`src/hdl/vbb_pkg.sv`:
```
`timescale 1ns / 1ps
// ----------------------------------------------------------------------------
// vbb_pkg
// Shared types and constants of the vertical box blur: register map,
// register reset values, control structs and the divide-by-window reciprocals.
// ----------------------------------------------------------------------------
package vbb_pkg;

    // register map (word index = paddr[3:2])
    localparam int          APB_ADDR_W = 4;
    localparam logic [1:0]  REG_FRAME_WIDTH  = 2'd0;
    localparam logic [1:0]  REG_FRAME_HEIGHT = 2'd1;
    localparam logic [1:0]  REG_BLUR_RADIUS  = 2'd2;

    // register reset values
    localparam logic [11:0] FRAME_WIDTH_RST  = 12'd640;
    localparam logic [12:0] FRAME_HEIGHT_RST = 13'd480;
    localparam logic [1:0]  BLUR_RADIUS_RST  = 2'd2;

    // tallest frame the row counter covers
    localparam logic [12:0] MAX_HEIGHT = 13'd4096;

    // mean = (sum * recip) >> RECIP_SHIFT, exact for sums up to 7*255
    localparam int          RECIP_SHIFT = 16;
    localparam int          RECIP_W     = 16;

    // raw configuration registers
    typedef struct packed {
        logic [11:0] frame_width;
        logic [12:0] frame_height;
        logic [1:0]  blur_radius;
    } cfg_t;

    // per-pixel job control handed from the line store stage to the window
    typedef struct packed {
        logic [1:0] radius;   // effective radius, 1..3
        logic [1:0] j_first;  // first output row, as rows above the current one
        logic [1:0] j_last;   // last output row, as rows above the current one
        logic [2:0] row_sat;  // current row index, saturated at the store depth
    } job_ctrl_t;

    // reciprocal of the window height 2*r+1
    function automatic logic [RECIP_W-1:0] recip(input logic [1:0] radius);
        logic [RECIP_W-1:0] val;
        case (radius)
            2'd2:    val = 16'd13108;
            2'd3:    val = 16'd9363;
            default: val = 16'd21846;
        endcase
        return val;
    endfunction

endpackage

```
`src/hdl/vbb_regs.sv`:
```
`timescale 1ns / 1ps
// ----------------------------------------------------------------------------
// vbb_regs
// APB register file for frame size and blur radius. Every write, to any
// address, restarts the frame position.
// ----------------------------------------------------------------------------
module vbb_regs
    import vbb_pkg::*;
(
    input  logic                  aclk,
    input  logic                  aresetn,
    input  logic                  psel,
    input  logic                  penable,
    input  logic                  pwrite,
    input  logic [APB_ADDR_W-1:0] paddr,
    input  logic [31:0]           pwdata,
    output logic [31:0]           prdata,
    output logic                  pready,
    output cfg_t                  cfg,
    output logic                  restart
);

    cfg_t       cfg_reg;
    logic       wr_beat;
    logic [1:0] reg_idx;

    assign pready  = 1'b1;
    assign reg_idx = paddr[3:2];
    assign wr_beat = psel && penable && pwrite;
    assign restart = wr_beat;
    assign cfg     = cfg_reg;

    // register writes
    always_ff @(posedge aclk) begin
        if (!aresetn) begin
            cfg_reg.frame_width  <= FRAME_WIDTH_RST;
            cfg_reg.frame_height <= FRAME_HEIGHT_RST;
            cfg_reg.blur_radius  <= BLUR_RADIUS_RST;
        end else if (wr_beat) begin
            unique case (reg_idx)
                REG_FRAME_WIDTH:  cfg_reg.frame_width  <= pwdata[11:0];
                REG_FRAME_HEIGHT: cfg_reg.frame_height <= pwdata[12:0];
                REG_BLUR_RADIUS:  cfg_reg.blur_radius  <= pwdata[1:0];
                default: ;
            endcase
        end
    end

    // read mux
    always_comb begin
        unique case (reg_idx)
            REG_FRAME_WIDTH:  prdata = {20'd0, cfg_reg.frame_width};
            REG_FRAME_HEIGHT: prdata = {19'd0, cfg_reg.frame_height};
            REG_BLUR_RADIUS:  prdata = {30'd0, cfg_reg.blur_radius};
            default:          prdata = 32'd0;
        endcase
    end

endmodule

```
`config.mk`:
```
export PLATFORM = sky130hd
export DESIGN_NAME = vbb_regs
export DESIGN_NICKNAME = d
export VERILOG_FILES = /design/src/hdl/vbb_pkg.sv /design/src/hdl/vbb_regs.sv
export SDC_FILE = /design/constraint.sdc
export NUM_CORES = 1
export LEC_CHECK = 0
export BUFFER_PORTS_ARGS = -buffer_cell sky130_fd_sc_hd__buf_2
export CORE_ASPECT_RATIO = 0.7
export CORE_MARGIN = 2
export CORE_UTILIZATION = 44
export CTS_CLUSTER_SIZE = 40
export DETAILED_ROUTE_END_ITERATION = 7
export PLACE_DENSITY = 0.84
export SLEW_MARGIN = 0
export SYNTH_ARGS = -nofsm -noshare
export SYNTH_HDL_FRONTEND = slang
export SYNTH_SLANG_ARGS = --single-unit
export TNS_END_PERCENT = 1
```
`constraint.sdc`:
```
create_clock -name aclk -period 2.4 [get_ports aclk]
set_input_delay 0 -clock aclk [delete_from_list [all_inputs] [get_ports aclk]]
set_output_delay 0 -clock aclk [all_outputs]
set_load 0.005 [all_outputs]
```
# --- Yosys cells after proc, flatten, opt, wreduce, memory -nomap -nowiden ---
# Cells that the tools add are included.
# Widths: inputs -> output; s select.
word_totals:
  wordCells: 12
  out_inout_bits: 61
  ff_bits: 27
op_classes:
  reduce_logical: 6
  eq_ne: 2
  mux: 1
op_table:
  columns: ["cell", "count"]
  rows:
  - ["$pmux 13 s3", 1]
  - ["$reduce_and 2->1", 3]
  - ["$eq 2x1->1 const B", 1]
  - ["$eq 2x2->1 const B", 1]
  - ["$logic_and 1x1->1", 2]
  - ["$logic_not 2->1", 1]

# --- Logic depth before layout (Yosys ltp) ---
# Gate-level depths: netlist (run 1).
logic_depth:
  word_depth: 3
  mapped_depth: 4
  mapped_depth_nobuf: 3

# --- Worst setup path after synthesis (run 1) ---
# No wires, ideal clock.
synth_path:
  path_kind: "input -> register"
  start: "input paddr[2]"
  end: "register cfg_reg (netlist bit cfg[22])"
  stages: 4
  setup_time_ns: 0.121
  path_slack_ns: 1.544
  arrival_time_ns: 0.734
  path_cell_list: "buf_6 -> or3_1 -> buf_6 -> mux2i_1"
synth_via:
  elab_chain_len: 2
synth_lines:
  columns: ["element", "line", "rtl"]
  rows:
  - ["from (decl)", "vbb_regs.sv:15", "input logic [APB_ADDR_W-1:0] paddr,"]
  - ["$logic_not 2->1", "vbb_regs.sv:40", "unique case (reg_idx)"]
  - ["$reduce_and 2->1 (no line)", null, null]
  - ["to (decl)", "vbb_regs.sv:23", "cfg_t cfg_reg;"]
# Every way passes these cells.
# A chain may end at the register's enable or synchronous reset.

# --- Worst setup path in the final report (run 1) ---
layout_path:
  start: "input paddr[2]"
  end: "register cfg_reg (netlist bit cfg[8])"
layout_via:
  elab_chain_len: 2
layout_lines:
  columns: ["element", "line"]
  rows:
  - ["$eq 2x1->1", "vbb_regs.sv:40"]
  - ["$reduce_and 2->1 (no line)", null]
# Every way passes these cells.

==> parameters.txt, run 1 <==
Parameter                              Value

Global route
  Pin count of the biggest net entering global routing ... 45
  Via count of the first global-routing pass ... 1080
  Global-route wire length before repair ... 4.77 mm
  Total routing resource utilization after global routing ... around 16%
  Initial antenna violation count ... 0
  Congestion Overflow GR ... 0

Layout
  Share of post-route cells with drive strength above 1 ... approximately 30%
  Layout overhead on the synthesized area ... 23.2%
  Nets@finish ... 270
  Number of flip-flops in the largest register ... 27
  Number of fill cells in the layout ... 298
  Diodes inserted ... 0
  Area taken by multi-input logic gates ... 787 um2
  Flip-flop and latch area ... between 500 and 600 um2

Clock tree
  TritonCTS clock tree ... built
  Bufs on Longest Clock Path ... 2
  Number of CTS-inserted buffers ... 3
  Setup repair bufs after CTS ... 0
  CTS sink count ... 27
  Later-pin clock latency in the skew report ... 0.27 ns
  H-tree depth ... 1
  Worst-path clk slew ... about 0.09 ns
  Buffer cell driving the clock tree root ... sky130_fd_sc_hd__clkbuf_8

Routing
  Vias per Instance ... approximately 4.6
  Detail Route Antenna Nets ... 0
  Final wirelength ... 3.07 mm
  DRC violation total after the first TritonRoute iteration ... 43
  Routed len/inst ... around 12 um
  Total number of vias ... 1220
  Count of unresolved DRC violations after routing ... 0
  Number of detailed-route iterations in the first pass ... 5

Floorplan
  Total die area ... about 3900 um2
  Boundary Pins ... 102
  Core Area ... 3190 um2
  Die boundary width ... ~74 um
  Initial Util ... 46.7%
  Row count ... 17
  Height of the chip ... 52.7 um

STA
  Max_slew headroom ... 57.3%
  Post-route fraction of the period consumed by the critical path ... 44.0%
  Final Hold Violating Endpoints ... 0
  Final setup TNS ... 0 ns
  Worst Skew ... 0 ns
  Max-slew violations ... 0
  Minimum clock period ... 1.06 ns
  Upper clock frequency limit ... 946 MHz
  Hold Slack ... between 0.004 and 0.005 ns
  Setup repair after global routing missed its margin ... no
  Worst-Margin Slew ... 0.640 ns
  Final setup violation count ... 0

Synth
  Count of cell types in the netlist ... 20
  Area contributors post-synth ... sky130_fd_sc_hd__dfxtp_1 (36%), sky130_fd_sc_hd__mux2i_1 (26%), sky130_fd_sc_hd__buf_4 (10%)
  Post-synthesis sequential element count ... 27
  Warnings from Yosys ... 0
  Area of the mapped netlist ... 1490 um2
  Gate Count Post-Synth ... 166
  Top cell type by total area after synthesis ... sky130_fd_sc_hd__dfxtp_1
  Share of the synthesized area in the top cell type ... 36.3%
  Avg Inst Size Synth ... between 8 and 9 um2
  Portion of the post-synthesis area used by sequential elements ... 36.3%

Min path
  Class of the most critical hold timing path ... in -> reg

Setup path
  Category of the worst setup path capture point ... flip-flop
  Arrival time of data at the critical path endpoint ... 1.25 ns
  WP data required ... 2.60 ns
  Category of the worst setup path launch point ... primary input
  Critical Setup Path Class ... in -> reg
  Largest fanout of any net on the critical path ... 18

Placed design
  Half-perimeter wire length of the detailed placement result ... 2.21 mm
  Global placer's final weighted congestion ... 0.765
  PortBufs ... 60

Power
  Power per unit of standard cell area ... roughly 450 nW/um2
  Largest vdd supply drop ... 0.374 mV
  Total leakage power ... slightly above 0.9 nW
  Total power draw ... 822 uW

Flow run
  Number of max-cap violations ... 0

Status
  Status ... completed
==> path summary, 6_finish.rpt <==
check / start / slack, ns / depth (start not counted) / endpoint
hold / removal: pwdata[10] / 0.004 / 3 / cfg[25]
setup reg to reg: cfg[24] / 1.74 / 2 / cfg[24]
setup / recovery: paddr[2] / 1.34 / 4 / cfg[8]
hold reg to reg: cfg[21] / 0.47 / 2 / cfg[21]
==> cell type report <==
| type | instances | area share (%) |
|---|---|---|
| multi-input combinational | 124 | 42.9 |
| sequential | 27 | 29.4 |
| timing repair buffer | 71 | 22.2 |
| tap | 38 | 2.59 |
| clock buffer | 4 | 2.45 |
| inverter | 2 | 0.409 |
==> power breakdown <==
part / internal (mW) / switching (mW) / leakage, nW
registers: 0.454 / 0.00427 / 0.218
logic: 0.0525 / 0.0602 / 0.669
clock network: 0.119 / 0.133 / 0.0228
==> cells by family after synthesis <==
group / after synthesis / synth area share, %
AO/OA/AOI/OAI: 4 / 1.68
AND/OR/NAND/NOR: 62 / 20.6
multiplexers: 38 / 25.5
buffers and inverters: 33 / 15.4
flip-flops: 27 / 36.3
other: 2 / 0.504
==> metal layers <==
layer | up-vias | wire (um) | track usage, %
met5 | - | 0 | 0
met4 | 0 | 4 | 0.909
met3 | 2 | 179 | 4.62
met2 | 42 | 1450 | 28.7
met1 | 550 | 1440 | 20.6
li1 | 626 | - | -
==> Yosys cell counts, drive strengths merged <==
| master | number |
|---|---|
| o211ai | 1 |
| nor3b | 2 |
| inv | 2 |
| o31ai | 1 |
| dfxtp | 27 |
| nor2 | 10 |
| nand2 | 34 |
| mux2i | 38 |
| nor2b | 12 |
| buf | 25 |
| and2 | 1 |
| nor3 | 1 |
| nand3 | 1 |
| clkbuf | 6 |
| conb | 2 |
| or3 | 1 |
| o21ai | 2 |
==> worst max-delay path, stage by stage <==
cell and delay, ns:
sky130_fd_sc_hd__buf_2 0.38, sky130_fd_sc_hd__nor3b_4 0.37, sky130_fd_sc_hd__buf_4 0.28, sky130_fd_sc_hd__mux2i_1 0.21
==> what timing repair did <==
action / in CTS / in global routing
resized for setup: 0 / 0
hold buffers: 9 / 1
endpoints found under the hold margin: 14 / 1
==> cell usage in the layout (no fill, tap or decap) <==
cell	instances
sky130_fd_sc_hd__nand3_4	1
sky130_fd_sc_hd__clkbuf_8	3
sky130_fd_sc_hd__buf_2	60
sky130_fd_sc_hd__mux2i_1	38
sky130_fd_sc_hd__o31ai_1	1
sky130_fd_sc_hd__dfxtp_1	27
sky130_fd_sc_hd__nor3b_1	1
sky130_fd_sc_hd__o211ai_1	1
sky130_fd_sc_hd__dlygate4sd3_1	10
sky130_fd_sc_hd__buf_4	1
sky130_fd_sc_hd__conb_1	20
sky130_fd_sc_hd__and2_1	1
sky130_fd_sc_hd__nor2_1	10
sky130_fd_sc_hd__or3_1	1
sky130_fd_sc_hd__nor3_2	1
sky130_fd_sc_hd__nor2b_1	12
sky130_fd_sc_hd__nand2_1	34
sky130_fd_sc_hd__o21ai_0	2
sky130_fd_sc_hd__nor3b_4	1
sky130_fd_sc_hd__clkbuf_1	1
sky130_fd_sc_hd__inv_1	2
==> through the flow <==
step                cell area (um2)  utilization [%]  std cells  worst slack, ns
global placement               1690             53.0        252             1.07
CTS                            1830             57.2        265             1.34
detailed placement             1690             53.0        252             1.05
floorplan                      1560                -        184             1.54
global route                   1840             57.5        266             1.25
finish                         1840             57.5        266             1.34
Note: power is estimated with default switching activity, not from simulation.
==> run 2, diff against run 1 <==
--- a/config.mk
+++ b/config.mk
@@ -8,10 +8,10 @@
 export BUFFER_PORTS_ARGS = -buffer_cell sky130_fd_sc_hd__buf_2
 export CORE_ASPECT_RATIO = 0.7
 export CORE_MARGIN = 2
-export CORE_UTILIZATION = 44
+export CORE_UTILIZATION = 37
 export CTS_CLUSTER_SIZE = 40
 export DETAILED_ROUTE_END_ITERATION = 7
-export PLACE_DENSITY = 0.84
+export PLACE_DENSITY = 0.76
 export SLEW_MARGIN = 0
 export SYNTH_ARGS = -nofsm -noshare
 export SYNTH_HDL_FRONTEND = slang
==> constraint.sdc (replaced) <==
create_clock -name aclk -period 0.92 [get_ports aclk]
set_input_delay 0 -clock aclk [delete_from_list [all_inputs] [get_ports aclk]]
set_output_delay 0 -clock aclk [all_outputs]
set_load 0.005 [all_outputs]
==> run 2 against run 1 <==
The run now ends with negative setup slack left. Global-route usage shrank 1.4 points. Worst setup slack worse by 1.4 ns. Hold slack gained 0.0067 ns. Routed wire length rose by 15%. Critical path depth is 1 lower. Non-clock buffer count up 17. Die area up 18%. Combinational power rose to 3.0 times the previous value. Power grew to 2.7 times the previous value. Register-to-register slack lost 1.6 ns. Clock skew unchanged.
==> parameters.txt, run 2 (synthesis results as in run 1) <==
Parameter                              Value

Setup path
  Number of cells on the worst reg-to-reg path ... 3
  Arrival time of data at the critical path endpoint ... 0.94 ns
  Critical Setup Path Class ... reg -> out
  R2R Setup Slk ... 0.18 ns
  Category of the worst setup path capture point ... output port
  Category of the worst setup path launch point ... flip-flop
  WP data required ... 0.92 ns
  Worst flop-to-flop path startpoint ... cfg[1]
  Worst R2R End ... cfg[1]
  Largest fanout of any net on the critical path ... 2

Routing
  Vias per Instance ... about 4.4
  Detail Route Antenna Nets ... 0
  Total number of vias ... 1310
  DRC violation total after the first TritonRoute iteration ... 40
  Routed len/inst ... between 10 and 15 um
  Final wirelength ... ~3.5 mm
  Number of detailed-route iterations in the first pass ... 4
  Count of unresolved DRC violations after routing ... 0

Layout
  Most frequent standard cell in the layout excluding fill and tap cells ... sky130_fd_sc_hd__buf_2
  Diodes inserted ... 0
  Final Core Density ... between 50 and 60%
  Layout overhead on the synthesized area ... 34.6%
  Number of flip-flops in the largest register ... 27
  Leading cell types in the layout, fill and taps excluded ... sky130_fd_sc_hd__buf_2 (60), sky130_fd_sc_hd__mux2i_1 (38), sky130_fd_sc_hd__nand2_1 (34)
  Number of fill cells in the layout ... 389
  Design Area, Final ... 2010 um2
  Nets@finish ... 287
  Share of post-route cells with drive strength above 1 ... a little over two fifths

STA
  Final setup violation count ... 1
  Upper clock frequency limit ... 1070 MHz
  Minimum clock period ... 0.939 ns
  Setup slack after layout ... -0.0189 ns
  Hold Slack ... 0.0112 ns
  Final Hold Violating Endpoints ... 0
  Post-route fraction of the period consumed by the critical path ... 102%
  Max-slew violations ... 0
  Setup repair after global routing missed its margin ... yes
  Worst Skew ... 0 ns

Global route
  Total routing resource utilization after global routing ... approximately 15%
  Pin count of the biggest net entering global routing ... 18
  Global routing usage on met2 ... between 20% and 30%
  Global-route wire length before repair ... 5.32 mm
  Via count of the first global-routing pass ... about 1200
  Peak-usage layer in the global routing report ... met2
  Initial antenna violation count ... 0
  M3 GR Usage ... under 10%
  GR met1 Demand/Resource ... 19.8%
  Congestion Overflow GR ... 0

Min path
  Class of the most critical hold timing path ... in -> reg
  Worst Min Path Start ... pwdata[10]
  Number of stages on the worst hold path ... 3
  Worst Hold Endpoint ... cfg[12]

Floorplan
  Row count ... 19
  Initial Util ... 38.2%
  Core Area ... just under 4000 um2
  Total die area ... 4560 um2
  Height of the chip ... 57.1 um
  Die boundary width ... ~80 um
  Boundary Pins ... roughly 100

Placed design
  Half-perimeter wire length of the detailed placement result ... 2.61 mm
  Placement-stage cell area ... 1810 um2
  PortBufs ... 60
  Global placer's final weighted congestion ... between 0.7 and 0.8

Flow run
  Number of max-cap violations ... 0

Power
  Power per unit of standard cell area ... 1090 nW/um2
  Largest vdd supply drop ... approximately 0.66 mV
  Total leakage power ... between 1 and 1.5 nW
  Total power draw ... about 2.2 mW

Clock tree
  Bufs on Longest Clock Path ... 2
  Worst-path clk slew ... approximately 0.09 ns
  Later-pin clock latency in the skew report ... 0.27 ns
  TritonCTS clock tree ... built
  CTS sink count ... 27
  Number of CTS-inserted buffers ... 3
  Buffer cell driving the clock tree root ... sky130_fd_sc_hd__clkbuf_8
  H-tree depth ... 1

Status
  Status ... finished with violations
  Failing checks ... negative setup slack
## run 2: per-stage QoR
stage               instances  TNS (ns)  worst slack (ns)
CTS                       295   -0.0731           -0.0390
floorplan                 184         0            0.0643
finish                    297   -0.0189           -0.0189
detailed placement        280    -0.876            -0.123
global placement          280    -0.530           -0.0774
global route              297    -0.545           -0.0684
## run 2: cell type report
cell class              count  area [um2]  area share, %
clock buffers               3        41.3           2.06
clock inverters             1        5.00          0.250
inverters                   2        7.51          0.374
multi-input cells         124         787           39.2
flip-flops and latches     27         567           28.3
well taps                  52        65.1           3.24
repair buffers             88         533           26.6
## run 2: worst max-delay path by stage
stage	from	to	slack, ns	depth (start not counted)
floorplan	paddr[2]	cfg[22]	0.06	4
global placement	pwrite	cfg[18]	-0.08	4
detailed placement	pwrite	cfg[24]	-0.12	4
CTS	cfg[0]	prdata[0]	-0.04	3
global route	cfg[25]	prdata[10]	-0.07	3
finish	cfg[0]	prdata[0]	-0.02	3
## run 2: what timing repair did
item,in CTS,in global routing
hold buffers,9,0
endpoints found under the setup margin,9,12
resized for setup,14,9
hold endpoints to repair,12,0
setup buffers,2,2
pin swaps,0,1
## run 2: report_power, final
group | switching [mW] | internal [mW]
Sequential | 0.0111 | 1.19
Clock | 0.352 | 0.303
Combinational | 0.171 | 0.168
## run 2: critical path, stage by stage, from the launching register on
cell and delay (ns):
sky130_fd_sc_hd__dfxtp_2 0.33, sky130_fd_sc_hd__mux2i_1 0.15, sky130_fd_sc_hd__o21ai_1 0.07, sky130_fd_sc_hd__buf_2 0.12
## run 2: per-layer routing
metal,wire [um],vias up
met4,8,0
met1,1580,604
li1,-,654
met2,1700,50
met3,254,2
met5,0,-
==> run 3, diff against run 2 <==
==> constraint.sdc (replaced) <==
create_clock -name aclk -period 0.92 [get_ports aclk]
set_input_delay 0.046 -clock aclk [delete_from_list [all_inputs] [get_ports aclk]]
set_output_delay 0.046 -clock aclk [all_outputs]
set_load 0.005 [all_outputs]
==> run 3 against run 2 <==
Global-route usage about the same. The flow still finishes with violations (negative setup slack). Worst setup slack worse by 0.055 ns. Clock skew unchanged. Routed wire length shrank 3.5%. Die area unchanged. Combinational power shrank 8.3%. Core utilization down 1.1 points. First-iteration DRC count decreased by 25%. Sequential cell count did not move. Via count fell by 3.6%.
==> parameters.txt, run 3 (synthesis results as in run 1) <==
Parameter                              Value

Layout
  Nets@finish ... 280
  Number of fill cells in the layout ... 397
  Layout overhead on the synthesized area ... 31.7%
  Leading cell types in the layout, fill and taps excluded ... sky130_fd_sc_hd__buf_2 (56), sky130_fd_sc_hd__mux2i_1 (38), sky130_fd_sc_hd__nand2_1 (34)
  Flip-flop and latch area ... 568 um2
  Design Area, Final ... 1960 um2
  Non-filler instance count after layout ... between 200 and 300
  Share of post-route cells with drive strength above 1 ... 46.2%
  Diodes inserted ... 0
  Area taken by multi-input logic gates ... 787 um2
  Number of flip-flops in the largest register ... 27
  Most frequent standard cell in the layout excluding fill and tap cells ... sky130_fd_sc_hd__buf_2

Floorplan
  Die boundary width ... 79.9 um
  Height of the chip ... roughly 57 um
  Row count ... 19
  Initial Util ... between 30% and 40%
  Total die area ... 4560 um2
  Boundary Pins ... 102
  Core Area ... 3900 um2

Routing
  Detail Route Antenna Nets ... 0
  Total number of vias ... 1263
  DRC violation total after the first TritonRoute iteration ... 30
  Count of unresolved DRC violations after routing ... 0
  Final wirelength ... 3.41 mm
  Routed len/inst ... 11.8 um
  Number of detailed-route iterations in the first pass ... 4
  Vias per Instance ... 4.36

Placed design
  Half-perimeter wire length of the detailed placement result ... 2.63 mm
  PortBufs ... 60
  Placement-stage cell area ... around 1800 um2
  DP Worst Slack ... -0.174 ns
  Global placer's final weighted congestion ... 0.762
  Cells after DPL ... 280

Clock tree
  H-tree depth ... 1
  Worst-path clk slew ... 0.10 ns
  CTS sink count ... 27
  Number of CTS-inserted buffers ... 3
  Buffer cell driving the clock tree root ... sky130_fd_sc_hd__clkbuf_8
  TritonCTS clock tree ... built
  Bufs on Longest Clock Path ... 2
  Later-pin clock latency in the skew report ... 0.27 ns
  CTS Hold Buffers Added ... 0

STA
  Upper clock frequency limit ... 1010 MHz
  Worst Skew ... 0 ns
  Final setup violation count ... 12
  Setup repair after global routing missed its margin ... yes
  Setup slack after layout ... -0.0740 ns
  Hold Slack ... between 0.0015 and 0.002 ns
  Max-slew violations ... 0
  Post-route fraction of the period consumed by the critical path ... 108%
  Minimum clock period ... 0.994 ns
  Final Hold Violating Endpoints ... 0
  Final setup TNS ... -0.517 ns

Global route
  Pin count of the biggest net entering global routing ... 22
  Global-route wire length before repair ... 5.37 mm
  Via count of the first global-routing pass ... 1110
  Congestion Overflow GR ... 0
  Initial antenna violation count ... 0
  Total routing resource utilization after global routing ... 14.8%

Setup path
  Slowest CP cell ... sky130_fd_sc_hd__dfxtp_2
  Category of the worst setup path launch point ... flip-flop
  Arrival time of data at the critical path endpoint ... 0.95 ns
  Largest fanout of any net on the critical path ... 3
  WP data required ... 0.87 ns
  Category of the worst setup path capture point ... output port
  Cell class contributing the biggest share of worst-path delay ... flip-flops
  Max incr delay on CP ... 0.35 ns
  Critical Setup Path Class ... reg -> out
  Buffer and inverter count on the worst path ... 1
  Cell chain of the critical path ... mux2i_1, nor2_1, buf_2

Power
  Power per unit of standard cell area ... 1120 nW/um2
  Internal power ... 1.64 mW
  Switching power of the nets ... 567 uW
  Sequential cell fraction of total power ... a little over half
  Logic gate share of total power ... 14.1%
  Largest vdd supply drop ... roughly 0.71 mV
  Share of power burned in the clock network ... 31.7%
  Switch share ... 25.7%
  Total leakage power ... 0.977 nW

Flow run
  Number of max-cap violations ... 0

Status
  Status ... finished with violations
  Failing checks ... negative setup slack

Min path
  Class of the most critical hold timing path ... in -> reg
-- run 3: final timing paths --
check	to	cells after the start	slack [ns]	start
setup / recovery	prdata[10]	3	-0.07	cfg[12]
hold / removal	cfg[14]	3	0.002	pwdata[12]
setup reg to reg	cfg[1]	3	0.18	cfg[1]
hold reg to reg	cfg[6]	2	0.47	cfg[6]
-- run 3: final cells by class --
type / instances / area share [%]
clock buffers: 3 / 2.10
clock inverters: 1 / 0.382
multi-input cells: 124 / 40.1
inverters: 2 / 0.382
well taps: 52 / 3.31
flip-flops and latches: 27 / 28.9
repair buffers: 81 / 24.8
-- run 3: per-stage QoR --
step	util [%]	power (mW)
floorplan	-	1.46
global placement	46.5	1.52
detailed placement	46.5	1.53
CTS	48.9	2.23
global route	50.4	2.32
finish	50.4	2.21
-- run 3: worst reg2reg max path: stages, from the launching register on --
cell                      delay [ns]
sky130_fd_sc_hd__dfxtp_2        0.34
sky130_fd_sc_hd__buf_4          0.13
sky130_fd_sc_hd__nor2b_1        0.09
sky130_fd_sc_hd__mux2i_1        0.07
-- run 3: power by group through the flow --
stage / Clock [mW] / Combinational, mW / Sequential [mW]
2_1_floorplan: 0 / 0.234 / 1.22
3_3_place_gp: 0 / 0.299 / 1.22
3_5_place_dp: 0 / 0.304 / 1.22
4_1_cts: 0.726 / 0.308 / 1.20
5_1_grt: 0.776 / 0.346 / 1.20
6_report: 0.700 / 0.311 / 1.20
-- run 3: metal layers --
layer  wire [um]  GRT usage [%]  vias to the layer above
li1            -              -                      639
met5           0              0                        -
met4          14           2.91                        0
met3         234           3.96                        2
met1        1670           21.7                      580
met2        1500           22.2                       42
-- run 3: what timing repair did --
action / in CTS / in global routing
gates resized for setup: 19 / 10
cloned: 0 / 0
setup buffers: 3 / 3
setup endpoints to repair: 12 / 16
